**src/rtl/rlc_pkg.sv**
```systemverilog
// ----------------------------------------------------------------------------
// rlc_pkg
// Shared types and constants of the rectangle line clipper.
// ----------------------------------------------------------------------------
package rlc_pkg;

   localparam int COORD_W = 12;
   localparam int CSR_AW  = 2;

   typedef logic signed [COORD_W-1:0] coord_type;

   typedef struct packed {
      coord_type start_x;
      coord_type start_y;
      coord_type end_x;
      coord_type end_y;
   } req_type;

   typedef struct packed {
      logic [1:0] clip_status;
      coord_type  clip_start_x;
      coord_type  clip_start_y;
      coord_type  clip_end_x;
      coord_type  clip_end_y;
   } rsp_type;

   typedef struct packed {
      coord_type xmin;
      coord_type xmax;
      coord_type ymin;
      coord_type ymax;
   } window_type;

   // Crossing parameter n / d with d > 0.
   typedef struct packed {
      logic signed [COORD_W:0] n;
      logic [COORD_W-1:0]      d;
   } frac_type;

   typedef struct packed {
      logic     rej;
      frac_type enter;
      frac_type leave;
   } axis_type;

   // One classified segment as it waits in the queue.
   typedef struct packed {
      logic     rej;
      frac_type ex;
      frac_type ey;
      frac_type lx;
      frac_type ly;
      req_type  seg;
   } task_type;

   localparam logic [1:0] ST_REJECT = 2'd0;
   localparam logic [1:0] ST_INSIDE = 2'd1;
   localparam logic [1:0] ST_CLIPPED = 2'd2;

   localparam logic [CSR_AW-1:0] REG_XMIN = 2'd0;
   localparam logic [CSR_AW-1:0] REG_XMAX = 2'd1;
   localparam logic [CSR_AW-1:0] REG_YMIN = 2'd2;
   localparam logic [CSR_AW-1:0] REG_YMAX = 2'd3;

   localparam coord_type RST_XMIN = -12'sd100;
   localparam coord_type RST_XMAX = 12'sd100;
   localparam coord_type RST_YMIN = -12'sd80;
   localparam coord_type RST_YMAX = 12'sd80;

   function automatic logic signed [COORD_W:0] sext1(input coord_type v);
      sext1 = {v[COORD_W-1], v};
   endfunction

endpackage

```
**src/rtl/rlc_queue.sv**
```systemverilog
// ----------------------------------------------------------------------------
// rlc_queue
// Two-entry queue of classified segments between front and back.
// ----------------------------------------------------------------------------
module rlc_queue import rlc_pkg::*; (
   input  logic     clock,
   input  logic     reset,
   input  logic     push,
   input  task_type push_data,
   input  logic     pop,
   output logic     not_empty,
   output logic     full,
   output task_type pop_data
);

   localparam int DEPTH = 2;

   task_type   mem_ff [DEPTH];
   logic       wr_ptr_ff;
   logic       wr_ptr_in;
   logic       rd_ptr_ff;
   logic       rd_ptr_in;
   logic [1:0] count_ff;
   logic [1:0] count_in;
   logic       do_pop;

   always_comb begin
      do_pop    = pop && (count_ff != 2'd0);
      wr_ptr_in = push ? ~wr_ptr_ff : wr_ptr_ff;
      rd_ptr_in = do_pop ? ~rd_ptr_ff : rd_ptr_ff;
      count_in  = count_ff + {1'b0, push} - {1'b0, do_pop};
   end

   always_ff @(posedge clock) begin
      if (reset) begin
         wr_ptr_ff <= 1'b0;
         rd_ptr_ff <= 1'b0;
         count_ff  <= 2'd0;
      end else begin
         wr_ptr_ff <= wr_ptr_in;
         rd_ptr_ff <= rd_ptr_in;
         count_ff  <= count_in;
      end
      if (push) begin
         mem_ff[wr_ptr_ff] <= push_data;
      end
   end

   assign not_empty = (count_ff != 2'd0);
   assign full      = (count_ff == 2'(DEPTH));
   assign pop_data  = mem_ff[rd_ptr_ff];

endmodule

```
**config.mk**
```make
export PLATFORM = sky130hd
export DESIGN_NAME = rlc_queue
export DESIGN_NICKNAME = d
export VERILOG_FILES = /design/src/rtl/rlc_pkg.sv /design/src/rtl/rlc_queue.sv
export SDC_FILE = /design/constraint.sdc
export NUM_CORES = 1
export LEC_CHECK = 0
export BUFFER_PORTS_ARGS = -buffer_cell sky130_fd_sc_hd__clkbuf_2
export CAP_MARGIN = 30
export CORE_UTILIZATION = 26
export CTS_CLUSTER_SIZE = 30
export DETAILED_ROUTE_END_ITERATION = 10
export HOLD_SLACK_MARGIN = 0.06
export PLACE_DENSITY = 0.42
export SETUP_SLACK_MARGIN = 0.4
export SLEW_MARGIN = 20
export SYNTH_ARGS = -nofsm -noshare
export SYNTH_HDL_FRONTEND = slang
export SYNTH_SLANG_ARGS = --single-unit
```
**constraint.sdc**
```tcl
create_clock -name clock -period 10.3 [get_ports clock]
set_input_delay 0.515 -clock clock [delete_from_list [all_inputs] [get_ports clock]]
set_output_delay 0.515 -clock clock [all_outputs]
set_load 0.05 [all_outputs]
```
==> results of run 1 <==
==> layer usage <==
metal	track usage [%]	routed length, um	vias to the layer above
met2	17.3	11800	202
met3	4.60	2240	57
met5	0	50	-
met1	12.4	9730	2730
met4	4.72	667	8
li1	-	-	2612
==> worst reg2reg max path, cell delays in order (launching register included) <==
cell     delay (ps)
dfxtp_1         350
nor2b_4         120
buf_4           570
buf_4           790
==> registers in the layout (all words and copies together) (netlist names), named ones only <==
name / count
count_ff: 2
mem_ff: 298
rd_ptr_ff: 1
wr_ptr_ff: 1
==> final cells by class <==
cell class / instances / area share (%)
sequential: 303 / 61.1
multi-input combinational: 165 / 14.9
timing repair buffer: 311 / 10.6
clock buffer: 48 / 6.81
tap: 585 / 4.94
clock inverter: 19 / 1.64
inverter: 2 / 0.0506
==> report_power, final <==
part / leakage [nW] / internal [mW] / switching, mW
logic: 2.28 / 0.328 / 0.696
registers: 2.84 / 1.45 / 0.0487
clock network: 0.607 / 0.841 / 0.484
total: 5.73 / 2.61 / 1.23
==> logic make-up after synthesis <==
group                    count (synthesis)  synth area share [%]
flip-flops                             303                  79.2
multiplexers                           151                  18.2
buffers and inverters                   19                  1.58
AND/OR/NAND/NOR                          9                 0.427
XOR/XNOR                                 2                 0.274
adder cells (fa/ha/maj)                  2                 0.219
AO/OA/AOI/OAI                            1                0.0658
==> stage by stage <==
stage,setup slack (ps),instances,utilization [%],hold slack (ps)
after floorplan,2660,487,-,496
after global placement,6720,1366,31.4,575
after detailed placement,6720,1366,31.4,575
after global routing,6050,1433,34.3,136
final,6320,1433,34.3,167
after CTS,6110,1433,34.3,116
==> worst max-delay path by stage <==
| stage | cells after the start | startpoint | endpoint |
|---|---|---|---|
| 2_1_floorplan | 1 | push | mem_ff[0][0]$_DFFE_PP_ |
| 3_3_place_gp | 4 | flop | pop_data[147] |
| 3_5_place_dp | 4 | flop | pop_data[31] |
| 4_1_cts | 4 | flop | pop_data[31] |
| 5_1_grt | 4 | flop | pop_data[140] |
| 6_report | 4 | flop | pop_data[145] |
==> cells in the final DEF (no fill, tap or decap), types with 2 or more instances in the layout <==
cell / instances
clkbuf_2: 303
edfxtp_1: 298
mux2_4: 101
mux2_2: 50
clkbuf_16: 39
clkbuf_1: 9
buf_4: 8
clkinv_1: 7
bufinv_16: 6
clkinv_2: 4
dfxtp_1: 4
nor2b_1: 3
nor2_1: 3
inv_1: 2
ha_1: 2
==> metrics.md, run 1 <==
| Metric | Value |
|---|---|
| Top Family by Delay on Critical Path | `buffers and inverters` |
| Pre-antenna DRT Iters | `4` |
| Via Count | `5609` |
| WL/cell | `17.1 um` |
| Endpoints failing hold | `0` |
| Critical Path End Type | `output pin` |
| Worst min-delay path class | `input pin to flop` |
| Reg-to-Reg End | `mem_ff[0][135]$_DFFE_PP_` |
| Biggest area consumer among synthesized cells | `edfxtp_1` |
| Slew Viols, Final | `0` |
| Reg2Reg Depth | `3` |
| Hpwl dp | `16000 um` |
| Netlist Area Pre-Place | `11400 sq um` |
| Min-delay src | `push_data[22]` |
| CP Launch Type | `flop` |
| Max Cap Violations | `0` |
| Die area | `44800 sq um` |
| Vias in the first global route | `5847` |
| Worst slew margin | `38.0%` |
| Nets | `975` |
| Pin count of the biggest net entering global routing | `60` |
| Most numerous cell in the Yosys netlist | `edfxtp_1` |
| Skew-Pair Late Insertion Delay | `530 ps` |
| Syn Area/Cell | `23.5 sq um` |
| Area occupied by multi-input gates | `2200 sq um` |
| CP Cell Sequence | `buf_4, buf_4, mux2_2, clkbuf_2` |
| Most used flip-flop cell after synthesis | `edfxtp_1` |
| Worst vdd ir | `0.127 mV` |
| Actual slew at the worst max-slew pin | `930 ps` |
| RR Startpoint | `wr_ptr_ff$_SDFFE_PP0P_` |
| Most used cell, CP | `buf_4` |
| Synth top area share | `78.4%` |
| Synthesis-stage register bit count | `303` |
| Highest clock rate | `0.251 GHz` |
| Critical path fanouts, max | `48` |
| Period utilization | `38.7%` |
| Routability cong. | `0.676` |
| Reg area | `9050 sq um` |
| Critical path class | `flop to output pin` |
| Design Area, Final | `14800 sq um` |
| Design Power | `3.84 mW` |
| Die Y | `212 um` |
| CP Buf/Inv Count | `3` |
| DRC | `0` |
| Yosys warns | `0` |
| Commonest cells post-synth | `298 x edfxtp_1, 101 x mux2_4, 50 x mux2_2` |
| Clk slew on worst S/H paths | `60 ps` |
| Outcome | `finished clean` |
| First-pass GRT wire length | `35600 um` |
| FP Rows | `76` |
| Slowest-stage cell, CP | `dfxtp_4` |
| Required @ worst endpoint | `9790 ps` |
| Min cycle time layout | `3980 ps` |
| Core area | `43200 sq um` |
| Fin Setup TNS | `0 ps` |
| Layout cell share with drive strength beyond 1 | `61.0%` |
| Fillers | `4209` |
| CTS tree | `done` |
| Total Wirelength | `24500 um` |
| Syn nets | `642` |
| Initial Utilization | `26.5%` |
| Synth area leaders | `edfxtp_1 78%, mux2_4 13%, mux2_2 4.9%` |
| Antenna cells | `0` |
| Register area share after synthesis | `79.2%` |
| Iter 0 DRT Violations | `147` |
| H-tree levels | `2` |
| Number of cells upsized or downsized after cts | `0` |
| Clk root buf | `clkbuf_16` |
| Initial antenna violation count | `4` |
| RSZ-0062 raised after global routing | `false` |
| Worst clock skew | `17.9 ps` |
| Total gr overflow | `0` |
| Mapped Cells | `487` |
| Die Span X | `212 um` |
| Final ANT Viol Nets | `0` |
| CTS Hold Bufs | `0` |
| Post-CTS Setup Inserts | `0` |
| Number of port buffers | `303` |
| Synth unique cells | `15` |
| Clock buffer depth | `3` |
| Worst Hold Path Cells | `1` |
| Cell Pwr Density | `259 nW/um^2` |
| Endpoints failing setup | `0` |
| Placement-stage cell area | `13600 sq um` |
| Vias per cell | `3.91` |
| Delay of the slowest critical-path stage | `880 ps` |
| Clock buffer count from CTS | `37` |
| CTS sink count | `303` |
| GRT Util Overall | `10.8%` |
| Top Ports | `304` |
| FF-to-FF setup slack | `8050 ps` |
| Area delta synth->final | `29.8%` |
| Post-synth EDFFs | `298` |
| LEAKAGE | `5.73 nW` |
| Post-synth ARST share | `0%` |
| Crit path DAT | `3470 ps` |
| WHS Endpoint | `mem_ff[1][22]$_DFFE_PP_` |
(Power assumes the default switching activity.)
==> run 2, diff against run 1 <==
- PLACE_DENSITY: 0.42 -> 0.44
- clock period: 10.3 -> 3.6 ns (I/O delays scaled with it)
==> metrics.md, run 2 (synthesis gave the netlist of run 1 again) <==
| Metric | Value |
|---|---|
| Largest register by flop count | `mem_ff` |
| Highest clock rate | `0.395 GHz` |
| Fin Setup TNS | `0 ps (unchanged)` |
| H-tree levels | `2 (unchanged)` |
| Max Cap Violations | `0 (unchanged)` |
| Antenna cells | `0 (unchanged)` |
| Initial antenna violation count | `0 (-4)` |
| Total gr overflow | `0 (unchanged)` |
| Top flop regs | `mem_ff x298, count_ff x2` |
| Outcome | `finished clean` |
| Area occupied by multi-input gates | `2200 sq um (unchanged)` |
| Area delta synth->final | `42.6%` |
| Period utilization | `70.3%` |
| FP Rows | `76 (unchanged)` |
| Reg2Reg Depth | `2 (-1)` |
| Vias in the first global route | `6570 (+12%)` |
| Critical Path End Type | `output pin` |
| LEAKAGE | `6.32 nW (+10%)` |
| Crit path DAT | `2350 ps (-1120 ps)` |
| Most frequent cells in the layout | `303 x clkbuf_2, 298 x edfxtp_1, 152 x dlygate4sd3_1, 101 x mux2_4, 50 x mux2_2` |
| Clock buffer count from CTS | `36 (-2.7%)` |
| Critical path class | `flop to output pin` |
| First-pass GRT wire length | `36900 um (+3.8%)` |
| Iter 0 DRT Violations | `222 (+51%)` |
| CTS sink count | `303 (unchanged)` |
| Die area | `44800 sq um (unchanged)` |
| GRT Util Overall | `10.9% (+0.13 points)` |
| Most common cell after layout, fill and taps aside | `clkbuf_2` |
| Total Wirelength | `24400 um (-0.20%)` |
| Final ANT Viol Nets | `0 (unchanged)` |
| Nets | `1128 (+16%)` |
| Endpoints failing hold | `0 (unchanged)` |
| WL/cell | `15.4 um (-9.7%)` |
| Critical path fanouts, max | `40 (-17%)` |
| Actual slew at the worst max-slew pin | `738 ps (-192 ps)` |
| Pre-antenna DRT Iters | `4 (unchanged)` |
| Slew Viols, Final | `0 (unchanged)` |
| Number of port buffers | `303 (unchanged)` |
| Die Y | `212 um (unchanged)` |
| DRC | `0 (unchanged)` |
| CTS tree | `done` |
| Core area | `43200 sq um (unchanged)` |
| Hpwl dp | `15700 um (-2.1%)` |
| Finished Layout Cells | `1583 (+10%)` |
| Fillers | `4129 (-1.9%)` |
| Worst min-delay path class | `input pin to flop` |
| Reg area | `9050 sq um (unchanged)` |
| Clk slew on worst S/H paths | `60 ps (about the same)` |
| Vias per cell | `3.89 (-0.53%)` |
| Min cycle time layout | `2530 ps` |
| Routability cong. | `0.685 (+1.3%)` |
| Endpoints failing setup | `0 (unchanged)` |
| Dpl ws | `1550 ps (-5160 ps)` |
| Worst clock skew | `9.40 ps (-8.54 ps)` |
| Clock buffer depth | `3 (unchanged)` |
| Worst vdd ir | `0.379 mV (+200%)` |
| Top Ports | `304 (unchanged)` |
| RSZ-0062 raised after global routing | `false` |
| Initial Utilization | `26.5% (unchanged)` |
| Skew-Pair Late Insertion Delay | `530 ps (about the same)` |
| Clk root buf | `clkbuf_16` |
| Via Count | `6163 (+9.9%)` |
| Worst Hold Path Cells | `2 (+1)` |
| Pin count of the biggest net entering global routing | `76 (+27%)` |
| CP Launch Type | `flop` |
| Max reg flops | `298 (unchanged)` |
| Post-CTS Setup Inserts | `0 (unchanged)` |
| Post-layout util | `37.7% (+3.4 points)` |
| Placed Cells | `1368 (+0.15%)` |
| Worst slew margin | `50.8% (+13 points)` |
| Cell Pwr Density | `661 nW/um^2 (+150%)` |
| Layout cell share with drive strength beyond 1 | `51.1% (-9.9 points)` |
| Required @ worst endpoint | `3420 ps (-6370 ps)` |
| Die Span X | `212 um (unchanged)` |
| Post-route setup slack | `1070 ps (-5250 ps)` |
## run 2: final timing paths
check                               from  slack, ps                  endpoint
setup / recovery                    flop       1070              pop_data[34]
hold / removal            push_data[115]        380  mem_ff[0][115]$_DFFE_PP_
setup reg to reg  wr_ptr_ff$_SDFFE_PP0P_       1750   mem_ff[1][58]$_DFFE_PP_
hold reg to reg   wr_ptr_ff$_SDFFE_PP0P_        590    wr_ptr_ff$_SDFFE_PP0P_
## run 2: routing by layer
layer	up-vias	share of wire [%]	global-route usage (%)
met5	-	0	0
met4	0	2.6	4.72
li1	2918	-	-
met3	41	8.2	4.08
met2	195	49	18.1
met1	3009	41	12.5
## run 2: worst max-delay path, cell delays in order (launching register included)
cell	delay, ps
dfxtp_4	830
buf_4	370
mux2_2	370
clkbuf_2	240
## run 2: final cells by class
| type | instances | share of cell area, % |
|---|---|---|
| Sequential cell | 303 | 55.6 |
| Timing Repair Buffer | 465 | 19.7 |
| Multi-Input combinational cell | 165 | 13.5 |
| Clock buffer | 47 | 5.91 |
| Tap cell | 585 | 4.49 |
| Clock inverter | 16 | 0.737 |
| Inverter | 2 | 0.0461 |
## run 2: power breakdown
part / internal (mW) / switching [mW] / leakage (nW)
registers: 4.13 / 0.126 / 2.84
clock network: 2.02 / 1.35 / 0.526
logic: 1.09 / 2.04 / 2.95
## run 2: per-stage QoR
stage | instance area, sq um | hold WS, ps | power [mW]
2_1_floorplan | 11400 | 252 | 6.75
3_3_place_gp | 13700 | 369 | 7.38
3_5_place_dp | 13700 | 372 | 7.39
4_1_cts | 16300 | 328 | 11.0
5_1_grt | 16300 | 353 | 11.2
6_report | 16300 | 380 | 10.8
## run 2: what timing repair did
action / CTS / global route
endpoints found under the hold margin: 303 / 0
hold buffers: 152 / 0
resized for setup: 0 / 0
setup endpoints to repair: 0 / 0
