`config.mk`:
```
export PLATFORM = sky130hd
export DESIGN_NAME = rlc_front
export DESIGN_NICKNAME = d
export VERILOG_FILES = /design/src/rtl/rlc_pkg.sv /design/src/rtl/rlc_front.sv
export SDC_FILE = /design/constraint.sdc
export NUM_CORES = 1
export LEC_CHECK = 0
export BUFFER_PORTS_ARGS = -buffer_cell sky130_fd_sc_hd__buf_4
export CORE_UTILIZATION = 55
export CTS_CLUSTER_DIAMETER = 40
export CTS_CLUSTER_SIZE = 10
export DETAILED_ROUTE_END_ITERATION = 10
export PLACE_DENSITY = 0.86
export SLEW_MARGIN = 15
export SYNTH_ARGS = -nofsm -noshare
export SYNTH_HDL_FRONTEND = slang
export SYNTH_SLANG_ARGS = --single-unit
```
`constraint.sdc`:
```
create_clock -name clock -period 16.1 [get_ports clock]
set_input_delay 0 -clock clock [delete_from_list [all_inputs] [get_ports clock]]
set_output_delay 0 -clock clock [all_outputs]
set_load 0.02 [all_outputs]
```
`src/rtl/rlc_pkg.sv`:
```
// ----------------------------------------------------------------------------
// rlc_pkg
// Shared types and constants of the rectangle line clipper.
// ----------------------------------------------------------------------------
package rlc_pkg;

   localparam int COORD_W = 12;
   localparam int CSR_AW  = 2;

   typedef logic signed [COORD_W-1:0] coord_type;

   typedef struct packed {
      coord_type start_x;
      coord_type start_y;
      coord_type end_x;
      coord_type end_y;
   } req_type;

   typedef struct packed {
      logic [1:0] clip_status;
      coord_type  clip_start_x;
      coord_type  clip_start_y;
      coord_type  clip_end_x;
      coord_type  clip_end_y;
   } rsp_type;

   typedef struct packed {
      coord_type xmin;
      coord_type xmax;
      coord_type ymin;
      coord_type ymax;
   } window_type;

   // Crossing parameter n / d with d > 0.
   typedef struct packed {
      logic signed [COORD_W:0] n;
      logic [COORD_W-1:0]      d;
   } frac_type;

   typedef struct packed {
      logic     rej;
      frac_type enter;
      frac_type leave;
   } axis_type;

   // One classified segment as it waits in the queue.
   typedef struct packed {
      logic     rej;
      frac_type ex;
      frac_type ey;
      frac_type lx;
      frac_type ly;
      req_type  seg;
   } task_type;

   localparam logic [1:0] ST_REJECT = 2'd0;
   localparam logic [1:0] ST_INSIDE = 2'd1;
   localparam logic [1:0] ST_CLIPPED = 2'd2;

   localparam logic [CSR_AW-1:0] REG_XMIN = 2'd0;
   localparam logic [CSR_AW-1:0] REG_XMAX = 2'd1;
   localparam logic [CSR_AW-1:0] REG_YMIN = 2'd2;
   localparam logic [CSR_AW-1:0] REG_YMAX = 2'd3;

   localparam coord_type RST_XMIN = -12'sd100;
   localparam coord_type RST_XMAX = 12'sd100;
   localparam coord_type RST_YMIN = -12'sd80;
   localparam coord_type RST_YMAX = 12'sd80;

   function automatic logic signed [COORD_W:0] sext1(input coord_type v);
      sext1 = {v[COORD_W-1], v};
   endfunction

endpackage

```
`src/rtl/rlc_front.sv`:
```
// ----------------------------------------------------------------------------
// rlc_front
// Classifies each segment: parallel-slab rejection and the entering and
// leaving crossing parameter of each axis.
// ----------------------------------------------------------------------------
module rlc_front import rlc_pkg::*; (
   input  logic       clock,
   input  logic       reset,
   input  logic       in_valid,
   input  req_type    in_data,
   input  window_type win,
   output logic       out_valid,
   output task_type   out_task
);

   localparam int W = COORD_W;

   logic     valid_ff;
   task_type task_ff;
   task_type task_in;
   axis_type ax;
   axis_type ay;

   function automatic axis_type classify(input coord_type p0, input coord_type p1,
                                         input coord_type lo, input coord_type hi);
      logic signed [W:0] dlt;
      logic signed [W:0] ndlt;
      logic signed [W:0] qlo;
      logic signed [W:0] qhi;
      axis_type a;
      dlt  = sext1(p1) - sext1(p0);
      ndlt = -dlt;
      qlo  = sext1(lo) - sext1(p0);
      qhi  = sext1(hi) - sext1(p0);
      a.rej         = 1'b0;
      a.enter.n     = '0;
      a.enter.d     = W'(1);
      a.leave.n     = (W+1)'(1);
      a.leave.d     = W'(1);
      if (dlt == '0) begin
         a.rej = (qhi < 0) || (qlo > 0);
      end else if (dlt > 0) begin
         a.enter.n = qlo;
         a.enter.d = dlt[W-1:0];
         a.leave.n = qhi;
         a.leave.d = dlt[W-1:0];
      end else begin
         a.enter.n = -qhi;
         a.enter.d = ndlt[W-1:0];
         a.leave.n = -qlo;
         a.leave.d = ndlt[W-1:0];
      end
      // Entering values at or below zero never beat the start value of zero;
      // leaving values at or above one never beat one.
      if (a.enter.n <= 0) begin
         a.enter.n = '0;
         a.enter.d = W'(1);
      end
      if (a.leave.n >= $signed({1'b0, a.leave.d})) begin
         a.leave.n = (W+1)'(1);
         a.leave.d = W'(1);
      end
      classify = a;
   endfunction

   always_comb begin
      ax = classify(in_data.start_x, in_data.end_x, win.xmin, win.xmax);
      ay = classify(in_data.start_y, in_data.end_y, win.ymin, win.ymax);
      task_in.rej = ax.rej || ay.rej;
      task_in.ex  = ax.enter;
      task_in.ey  = ay.enter;
      task_in.lx  = ax.leave;
      task_in.ly  = ay.leave;
      task_in.seg = in_data;
   end

   always_ff @(posedge clock) begin
      if (reset) begin
         valid_ff <= 1'b0;
      end else begin
         valid_ff <= in_valid;
      end
      task_ff <= task_in;
   end

   assign out_valid = valid_ff;
   assign out_task  = task_ff;

endmodule

```
==> results of run 1 <==
## layout make-up
class | instances | area (sq um)
Multi-Input combinational cell | 894 | 6460
Sequential cell | 150 | 3000
Tap cell | 225 | 282
Clock inverter | 15 | 226
Clock buffer | 17 | 425
Timing Repair Buffer | 304 | 2410
Fill cell | 1160 | 4320
Inverter | 63 | 236
## power by group
part / leakage [nW] / internal, mW / switching, mW
Combinational: 4.32 / 0.335 / 0.493
Sequential: 1.26 / 0.474 / 0.0352
Clock: 0.321 / 0.267 / 0.182
Total: 5.90 / 1.08 / 0.710
## layer usage
layer / global-route usage [%] / part of all wire [%] / routed length [um]
met5: 0 / 0 / 0
met4: 15.4 / 4.0 / 1220
met3: 6.47 / 8.6 / 2610
met2: 53.3 / 46 / 13900
met1: 41.4 / 42 / 12600
## synthesized netlist by cell type, types with 4 or more instances
| library cell | number |
|---|---|
| sky130_fd_sc_hd__a2111o_1 | 4 |
| sky130_fd_sc_hd__a2111oi_0 | 5 |
| sky130_fd_sc_hd__a211o_1 | 9 |
| sky130_fd_sc_hd__a211oi_1 | 21 |
| sky130_fd_sc_hd__a21o_1 | 26 |
| sky130_fd_sc_hd__a21oi_1 | 63 |
| sky130_fd_sc_hd__a22o_1 | 4 |
| sky130_fd_sc_hd__a31oi_1 | 9 |
| sky130_fd_sc_hd__and2_1 | 18 |
| sky130_fd_sc_hd__and3_1 | 7 |
| sky130_fd_sc_hd__and4_1 | 4 |
| sky130_fd_sc_hd__clkbuf_1 | 20 |
| sky130_fd_sc_hd__dfxtp_1 | 150 |
| sky130_fd_sc_hd__fa_1 | 6 |
| sky130_fd_sc_hd__ha_1 | 102 |
| sky130_fd_sc_hd__inv_1 | 63 |
| sky130_fd_sc_hd__mux2i_1 | 5 |
| sky130_fd_sc_hd__nand2_1 | 43 |
| sky130_fd_sc_hd__nand2b_1 | 11 |
| sky130_fd_sc_hd__nand3_1 | 20 |
| sky130_fd_sc_hd__nand3b_1 | 6 |
| sky130_fd_sc_hd__nand4_1 | 7 |
| sky130_fd_sc_hd__nor2_1 | 123 |
| sky130_fd_sc_hd__nor2b_1 | 14 |
| sky130_fd_sc_hd__nor3_1 | 48 |
| sky130_fd_sc_hd__nor4_1 | 15 |
| sky130_fd_sc_hd__o2111ai_1 | 7 |
| sky130_fd_sc_hd__o211ai_1 | 10 |
| sky130_fd_sc_hd__o21a_1 | 33 |
| sky130_fd_sc_hd__o21ai_0 | 52 |
| sky130_fd_sc_hd__o21ai_1 | 4 |
| sky130_fd_sc_hd__o21bai_1 | 4 |
| sky130_fd_sc_hd__o22ai_1 | 7 |
| sky130_fd_sc_hd__o31a_1 | 4 |
| sky130_fd_sc_hd__o31ai_1 | 11 |
| sky130_fd_sc_hd__o41ai_1 | 4 |
| sky130_fd_sc_hd__or2_2 | 7 |
| sky130_fd_sc_hd__or3_1 | 16 |
| sky130_fd_sc_hd__or4_1 | 6 |
| sky130_fd_sc_hd__xnor2_1 | 53 |
| sky130_fd_sc_hd__xor2_1 | 42 |
## per-stage QoR
step	hold WS [ns]	instance area [sq um]
floorplan	0.0277	9800
global placement	0.113	11900
detailed placement	0.115	11900
CTS	0.0716	13000
global route	0.172	13000
finish	0.120	13000
## logic make-up (layout without fill, tap and decap cells)
logic type               Yosys count  count (layout)  synth area share, %
AO/OA/AOI/OAI                    315             315                 22.9
flip-flops                       150             150                 30.6
XOR/XNOR                          96              96                 8.66
multiplexers                       6               6                0.626
adder cells (fa/ha/maj)          108             108                 14.2
other                              1               2               0.0383
buffers and inverters             90             399                 3.70
AND/OR/NAND/NOR                  367             367                 19.2
## cell usage in the layout, fill, tap and decap left out, drive strengths merged, types with 20 or more instances in the layout
master,count
a211oi,23
a21o,26
a21oi,63
buf,254
dfxtp,150
dlygate4sd3,50
ha,102
inv,72
nand2,43
nand3,20
nor2,125
nor3,48
o21a,33
o21ai,56
xnor2,54
xor2,42
## registers in the layout, indices dropped and copies added, names as in the netlist
signal / count
out_task: 149
out_valid: 1
## path summary, 6_finish.rpt
path	end	slack [ns]	cells after the start
worst min-delay path	out_task[136]	0.12	6
worst max-delay path	out_task[88]	10.23	23
==> summary.txt, run 1 <==
Run status
  – Status: finished clean

Logic synthesis
  – Portion of synthesized cell area occupied by the leading cell type: 30.6%
  – Cell area after technology mapping: 9800 sq um
  – Warning count from the yosys run: 0
  – Sequential cell area fraction in the yosys report: 30.6%
  – Most used flip-flop cell after synthesis: sky130_fd_sc_hd__dfxtp_1
  – Cells taking the most area after synthesis: sky130_fd_sc_hd__dfxtp_1, sky130_fd_sc_hd__ha_1, sky130_fd_sc_hd__xnor2_1, sky130_fd_sc_hd__nor2_1, sky130_fd_sc_hd__xor2_1
  – EDFF count, synth: 0
  – Post-synthesis area per instance: 8.65 sq um
  – Count of state elements after synthesis: 150
  – Largest area contributor in the synthesized netlist: sky130_fd_sc_hd__dfxtp_1
  – Synth async-reset ratio: 0%
  – Yosys cell types: 87
  – Count of mapped cells out of synthesis: 1133

Worst setup path
  – CP Cell Sequence: dlygate4sd3_1, buf_4, inv_1, ha_1, inv_1, fa_1, a211oi_1, o21ai_0, a2111o_1, a2111oi_1, nand3b_1, o41ai_4, o21ai_0, ha_1, a21o_1, a21o_1, a21o_1, a21o_1, a2111oi_0, or3_1, a21oi_1, nor2_1, o21a_1
  – Delay of the slowest critical-path stage: 0.62 ns
  – Cell class contributing the biggest share of worst-path delay: compound AO/OA/AOI/OAI gates
  – Start-to-end type of the worst setup path: in -> reg
  – Slowest-stage cell, CP: sky130_fd_sc_hd__nor2_1
  – Endpoint kind of the worst setup timing path: flip-flop
  – WP buf/inv: 4
  – Type of element launching the critical path: input pin
  – Worst endpoint data arrival time: 6.24 ns
  – CP most frequent cell: sky130_fd_sc_hd__a21o_1
  – Top fanout value on the critical path: 12
  – CP Launch Point: in_data[12]
  – Required @ worst endpoint: 16.47 ns

Timing
  – Max Transition Viols Final: 0
  – Number of hold violations in the final report: 0
  – Final critical-path share of the clock period: 36.4%
  – Shortest period the worst path allows: 5.87 ns
  – Worst-case headroom to the max-slew limit: 25.1%
  – Max Clk Rate: 0.170 GHz
  – Final setup slack of the worst path: 10.23 ns
  – Worst Tran Pin Value: 1.11 ns
  – Setup TNS: 0 ns
  – Final setup violating endpoints: 0
  – Setup repair after global routing missed its margin: false

Placement
  – Dpl hpwl: 22300 um
  – Worst slack at placement: 10.46 ns
  – Last weighted congestion value of the routability-driven placer: 0.971
  – Placed instance count: 1586
  – # port buffers: 248

Routing
  – Total DRC errors in the routed layout: 0
  – Router iterations before antenna repair: 5
  – Total via count in the routed design: 10100
  – Detail Route Antenna Nets: 0
  – Wire length reported by the detailed router: 30300 um
  – Drt first-iter violations: 867
  – Routed wirelength normalized by instance count: 18.1 um
  – Vias per cell: 6.04

Clock network
  – Clk pin slew, worst setup/hold paths: 0.07 ns
  – H-tree lvl count: 4
  – Clk sink count: 150
  – Cts repair resizes: 0
  – TritonCTS Buffers: 17
  – Number of hold-repair buffers added at the cts stage: 50
  – CTS tree: yes
  – Worst-case clock buffer depth: 2
  – Setup Buffers After CTS: 0
  – CTS root buf: sky130_fd_sc_hd__clkbuf_16

Finish
  – Number of nets in the layout: 1637
  – Final cell count without fillers: 1668
  – Layout cells sized above 1: 22.0%
  – Diodes inserted: 0
  – Layout Area Growth over Synthesis: 33.1%
  – Fraction of the core area covered by cells at the end of the flow: 75.1%

Floorplan
  – Full die area: 18400 sq um
  – Starting density of the core: 56.5%
  – DIE HEIGHT: 135 um
  – Number of I/O pins: 249
  – Chip width: 135 um
  – Std-Cell Rows: 48
  – Standard cell core area: 17400 sq um

GRT
  – All-Layer GR Usage: 32.7%
  – Global route total overflow: 0
  – Largest net degree at the start of global routing: 39
  – Number of antenna violations at the first check in global routing: 0
  – Via count of the first global-routing pass: 9536
  – Wire length of the first global-routing pass: 47100 um

Hold path
  – Min-delay worst type: in -> reg
  – Hold path start: win[37]

Power and ir drop
  – Static power due to leakage: 5.90 nW
  – Worst IR drop on VDD: 0.000130 V
  – Cell Pwr Density: 137 nW/um^2
  – Total power consumption of the routed design: 1.79 mW

Job
  – Number of max-cap violations: 0
Note: power is estimated with default switching activity, not from simulation.
==> run 2, diff against run 1 <==
- CORE_UTILIZATION: 55 -> 49
- PLACE_DENSITY: 0.86 -> 0.82
- clock period: 16.1 -> 4.9 ns (I/O delays scaled with it)
==> summary.txt, run 2 (synthesis gave the netlist of run 1 again) <==
Finish
  – Highest-count cells in the layout ignoring fill and taps: sky130_fd_sc_hd__buf_4, sky130_fd_sc_hd__dfxtp_1, sky130_fd_sc_hd__nor2_1 (unchanged)
  – Leading cell type in the layout, fill and taps excluded: sky130_fd_sc_hd__buf_4 (unchanged)
  – Number of flip-flops under the largest register name: 149 (unchanged)
  – Fraction of the core area covered by cells at the end of the flow: 69.7% (was 75.1%)
  – Footprint of the multi-input gates: 6580 sq um (was 6460 sq um)
  – Diodes inserted: 0 (unchanged)
  – Number of nets in the layout: 1693 (was 1637)
  – Layout Area Growth over Synthesis: 38.8% (was 33.1%)
  – Cell area after layout: 13600 sq um (was 13000 sq um)
  – Number of inserted filler cells in the final layout: 1502 (was 1160)
  – Layout cells sized above 1: 26.1% (was 22.0%)
  – Sequential standard cell area: 3000 sq um (unchanged)

Timing
  – Shortest period the worst path allows: 4.79 ns
  – Final critical-path share of the clock period: 97.7%
  – Worst Tran Pin Value: 0.856 ns (was 1.11 ns)
  – Worst-case headroom to the max-slew limit: 42.7% (was 25.1%)
  – Number of hold violations in the final report: 0 (unchanged)
  – Final setup violating endpoints: 0 (unchanged)
  – Max Clk Rate: 0.209 GHz
  – Max Transition Viols Final: 0 (unchanged)

Floorplan
  – Std-Cell Rows: 51 (was 48)
  – Chip width: 143 um (was 135 um)
  – Standard cell core area: 19500 sq um (was 17400 sq um)
  – Number of I/O pins: 249 (unchanged)
  – Starting density of the core: 50.2% (was 56.5%)
  – Full die area: 20600 sq um (was 18400 sq um)
  – DIE HEIGHT: 143 um (was 135 um)

Run status
  – Status: finished clean (unchanged)

Worst setup path
  – Top fanout value on the critical path: 5 (was 12)
  – Required @ worst endpoint: 5.20 ns (was 16.47 ns)
  – Endpoint kind of the worst setup timing path: flip-flop (unchanged)
  – Start-to-end type of the worst setup path: in -> reg (unchanged)
  – WP buf/inv: 3 (was 4)
  – Slowest-stage cell, CP: sky130_fd_sc_hd__or4_1 (was sky130_fd_sc_hd__nor2_1)
  – Worst endpoint data arrival time: 5.09 ns (was 6.24 ns)
  – CP most frequent cell: sky130_fd_sc_hd__a21o_1 (unchanged)
  – Type of element launching the critical path: input pin (unchanged)
  – Delay of the slowest critical-path stage: 0.54 ns (was 0.62 ns)
  – Cell class contributing the biggest share of worst-path delay: simple AND/OR/NAND/NOR gates (was compound AO/OA/AOI/OAI gates)
  – CP Cell Sequence: buf_4, inv_1, ha_1, nor2b_1, o2111ai_1, and4_1, o2111ai_2, nor3_2, or3b_2, or4_1, nand2_1, ha_1, nand2b_1, a21o_1, a21o_1, a21o_1, a211oi_1, o21bai_1, a211oi_1, o21ai_1, o211ai_1, buf_4, nand3_1 (was dlygate4sd3_1, buf_4, inv_1, ha_1, inv_1, fa_1, a211oi_1, o21ai_0, a2111o_1, a2111oi_1, nand3b_1, o41ai_4, o21ai_0, ha_1, a21o_1, a21o_1, a21o_1, a21o_1, a2111oi_0, or3_1, a21oi_1, nor2_1, o21a_1)

Power and ir drop
  – Total power consumption of the routed design: 5.98 mW (was 1.79 mW)
  – Static power due to leakage: 6.17 nW (was 5.90 nW)
  – Worst IR drop on VDD: 0.000283 V (was 0.000130 V)
  – Cell Pwr Density: 440 nW/um^2 (was 137 nW/um^2)

Placement
  – Placed Area: 12300 sq um (was 11900 sq um)
  – # port buffers: 248 (unchanged)
  – Last weighted congestion value of the routability-driven placer: 0.886 (was 0.971)
  – Dpl hpwl: 24700 um (was 22300 um)

Routing
  – Total DRC errors in the routed layout: 0 (unchanged)
  – Total via count in the routed design: 10200 (was 10100)
  – Vias per cell: 5.79 (was 6.04)
  – Routed wirelength normalized by instance count: 18.2 um (was 18.1 um)
  – Wire length reported by the detailed router: 32000 um (was 30300 um)
  – Drt first-iter violations: 702 (was 867)
  – Router iterations before antenna repair: 5 (unchanged)
  – Detail Route Antenna Nets: 0 (unchanged)

GRT
  – Number of antenna violations at the first check in global routing: 0 (unchanged)
  – Global routing's busiest layer: met2 (unchanged)
  – Met1 Usage GRT: 38.0% (was 41.4%)
  – All-Layer GR Usage: 30.3% (was 32.7%)
  – Via count of the first global-routing pass: 9725 (was 9536)
  – Global route total overflow: 0 (unchanged)
  – Wire length of the first global-routing pass: 48600 um (was 47100 um)
  – Met2 Usage GRT: 51.0% (was 53.3%)
  – Largest net degree at the start of global routing: 30 (was 39)
  – Global routing met3 resource utilization: 5.43% (was 6.47%)

Clock network
  – CTS tree: yes (unchanged)
  – TritonCTS Buffers: 17 (unchanged)
  – Clk sink count: 150 (unchanged)
  – Worst-case clock buffer depth: 2 (unchanged)
  – H-tree lvl count: 4 (unchanged)
  – CTS root buf: sky130_fd_sc_hd__clkbuf_16 (unchanged)
  – Clk pin slew, worst setup/hold paths: 0.06 ns (was 0.07 ns)

Job
  – Number of max-cap violations: 0 (unchanged)

Hold path
  – Hold path start: in_data[24] (was win[37])
  – Cell depth of the worst min-delay path: 3 (was 6)
  – Min-delay worst type: in -> reg (unchanged)
  – Hold Path End: out_task[48] (was out_task[136])
-- run 2: cell count changes in the layout (fill, tap and decap cells not counted), sizes merged --
| cell | change |
|---|---|
| buf | +55 |
| bufinv | -2 |
| clkbuf | +1 |
| clkinv | +2 |
| dlygate4sd3 | +1 |
| inv | -1 |
-- run 2: what timing repair did --
item	in CTS	in global routing
hold endpoints to repair	50	0
hold buffers	51	0
gates resized for setup	1	24
endpoints found under the setup margin	1	48
setup buffers	0	4
pin swaps	0	4
-- run 2: worst max path at each step --
| stage | from | to | cells after the start |
|---|---|---|---|
| after global placement | in_data[12] | out_task[73] | 23 |
| after global routing | in_data[25] | out_task[48] | 23 |
| final | in_data[25] | out_task[48] | 23 |
| after detailed placement | in_data[0] | out_task[64] | 24 |
| after floorplan | in_data[0] | out_task[58] | 24 |
| after CTS | in_data[17] | out_task[73] | 20 |
-- run 2: area by class of cell --
type                       count  share of cell area (%)
inverter                      63                    1.74
tap                          265                    2.44
multi-input combinational    894                    48.4
sequential                   150                    22.1
clock buffer                  18                    3.23
timing repair buffer         360                    20.8
clock inverter                14                    1.35
-- run 2: routing by layer --
| layer | up-vias | wire (um) |
|---|---|---|
| met2 | 479 | 15200 |
| met4 | 0 | 1070 |
| met1 | 4793 | 13300 |
| met5 | - | 0 |
| li1 | 4865 | - |
| met3 | 85 | 2440 |
-- run 2: power breakdown --
part           internal (mW)  total [mW]  switching [mW]
logic                   1.22        2.90            1.68
clock network          0.791        1.40           0.609
registers               1.56        1.68           0.128
total                   3.56        5.98            2.42
-- run 2: stage by stage --
step	instances	hold slack, ns	setup WS (ns)	setup TNS [ns]
after global routing	1764	0.0802	-0.108	-0.635
after global placement	1677	0.114	-0.210	-3.23
after CTS	1760	0.0501	0.00288	0
final	1764	0.0637	0.112	0
after floorplan	1134	0.0277	0.116	0
after detailed placement	1677	0.115	-0.346	-10.63
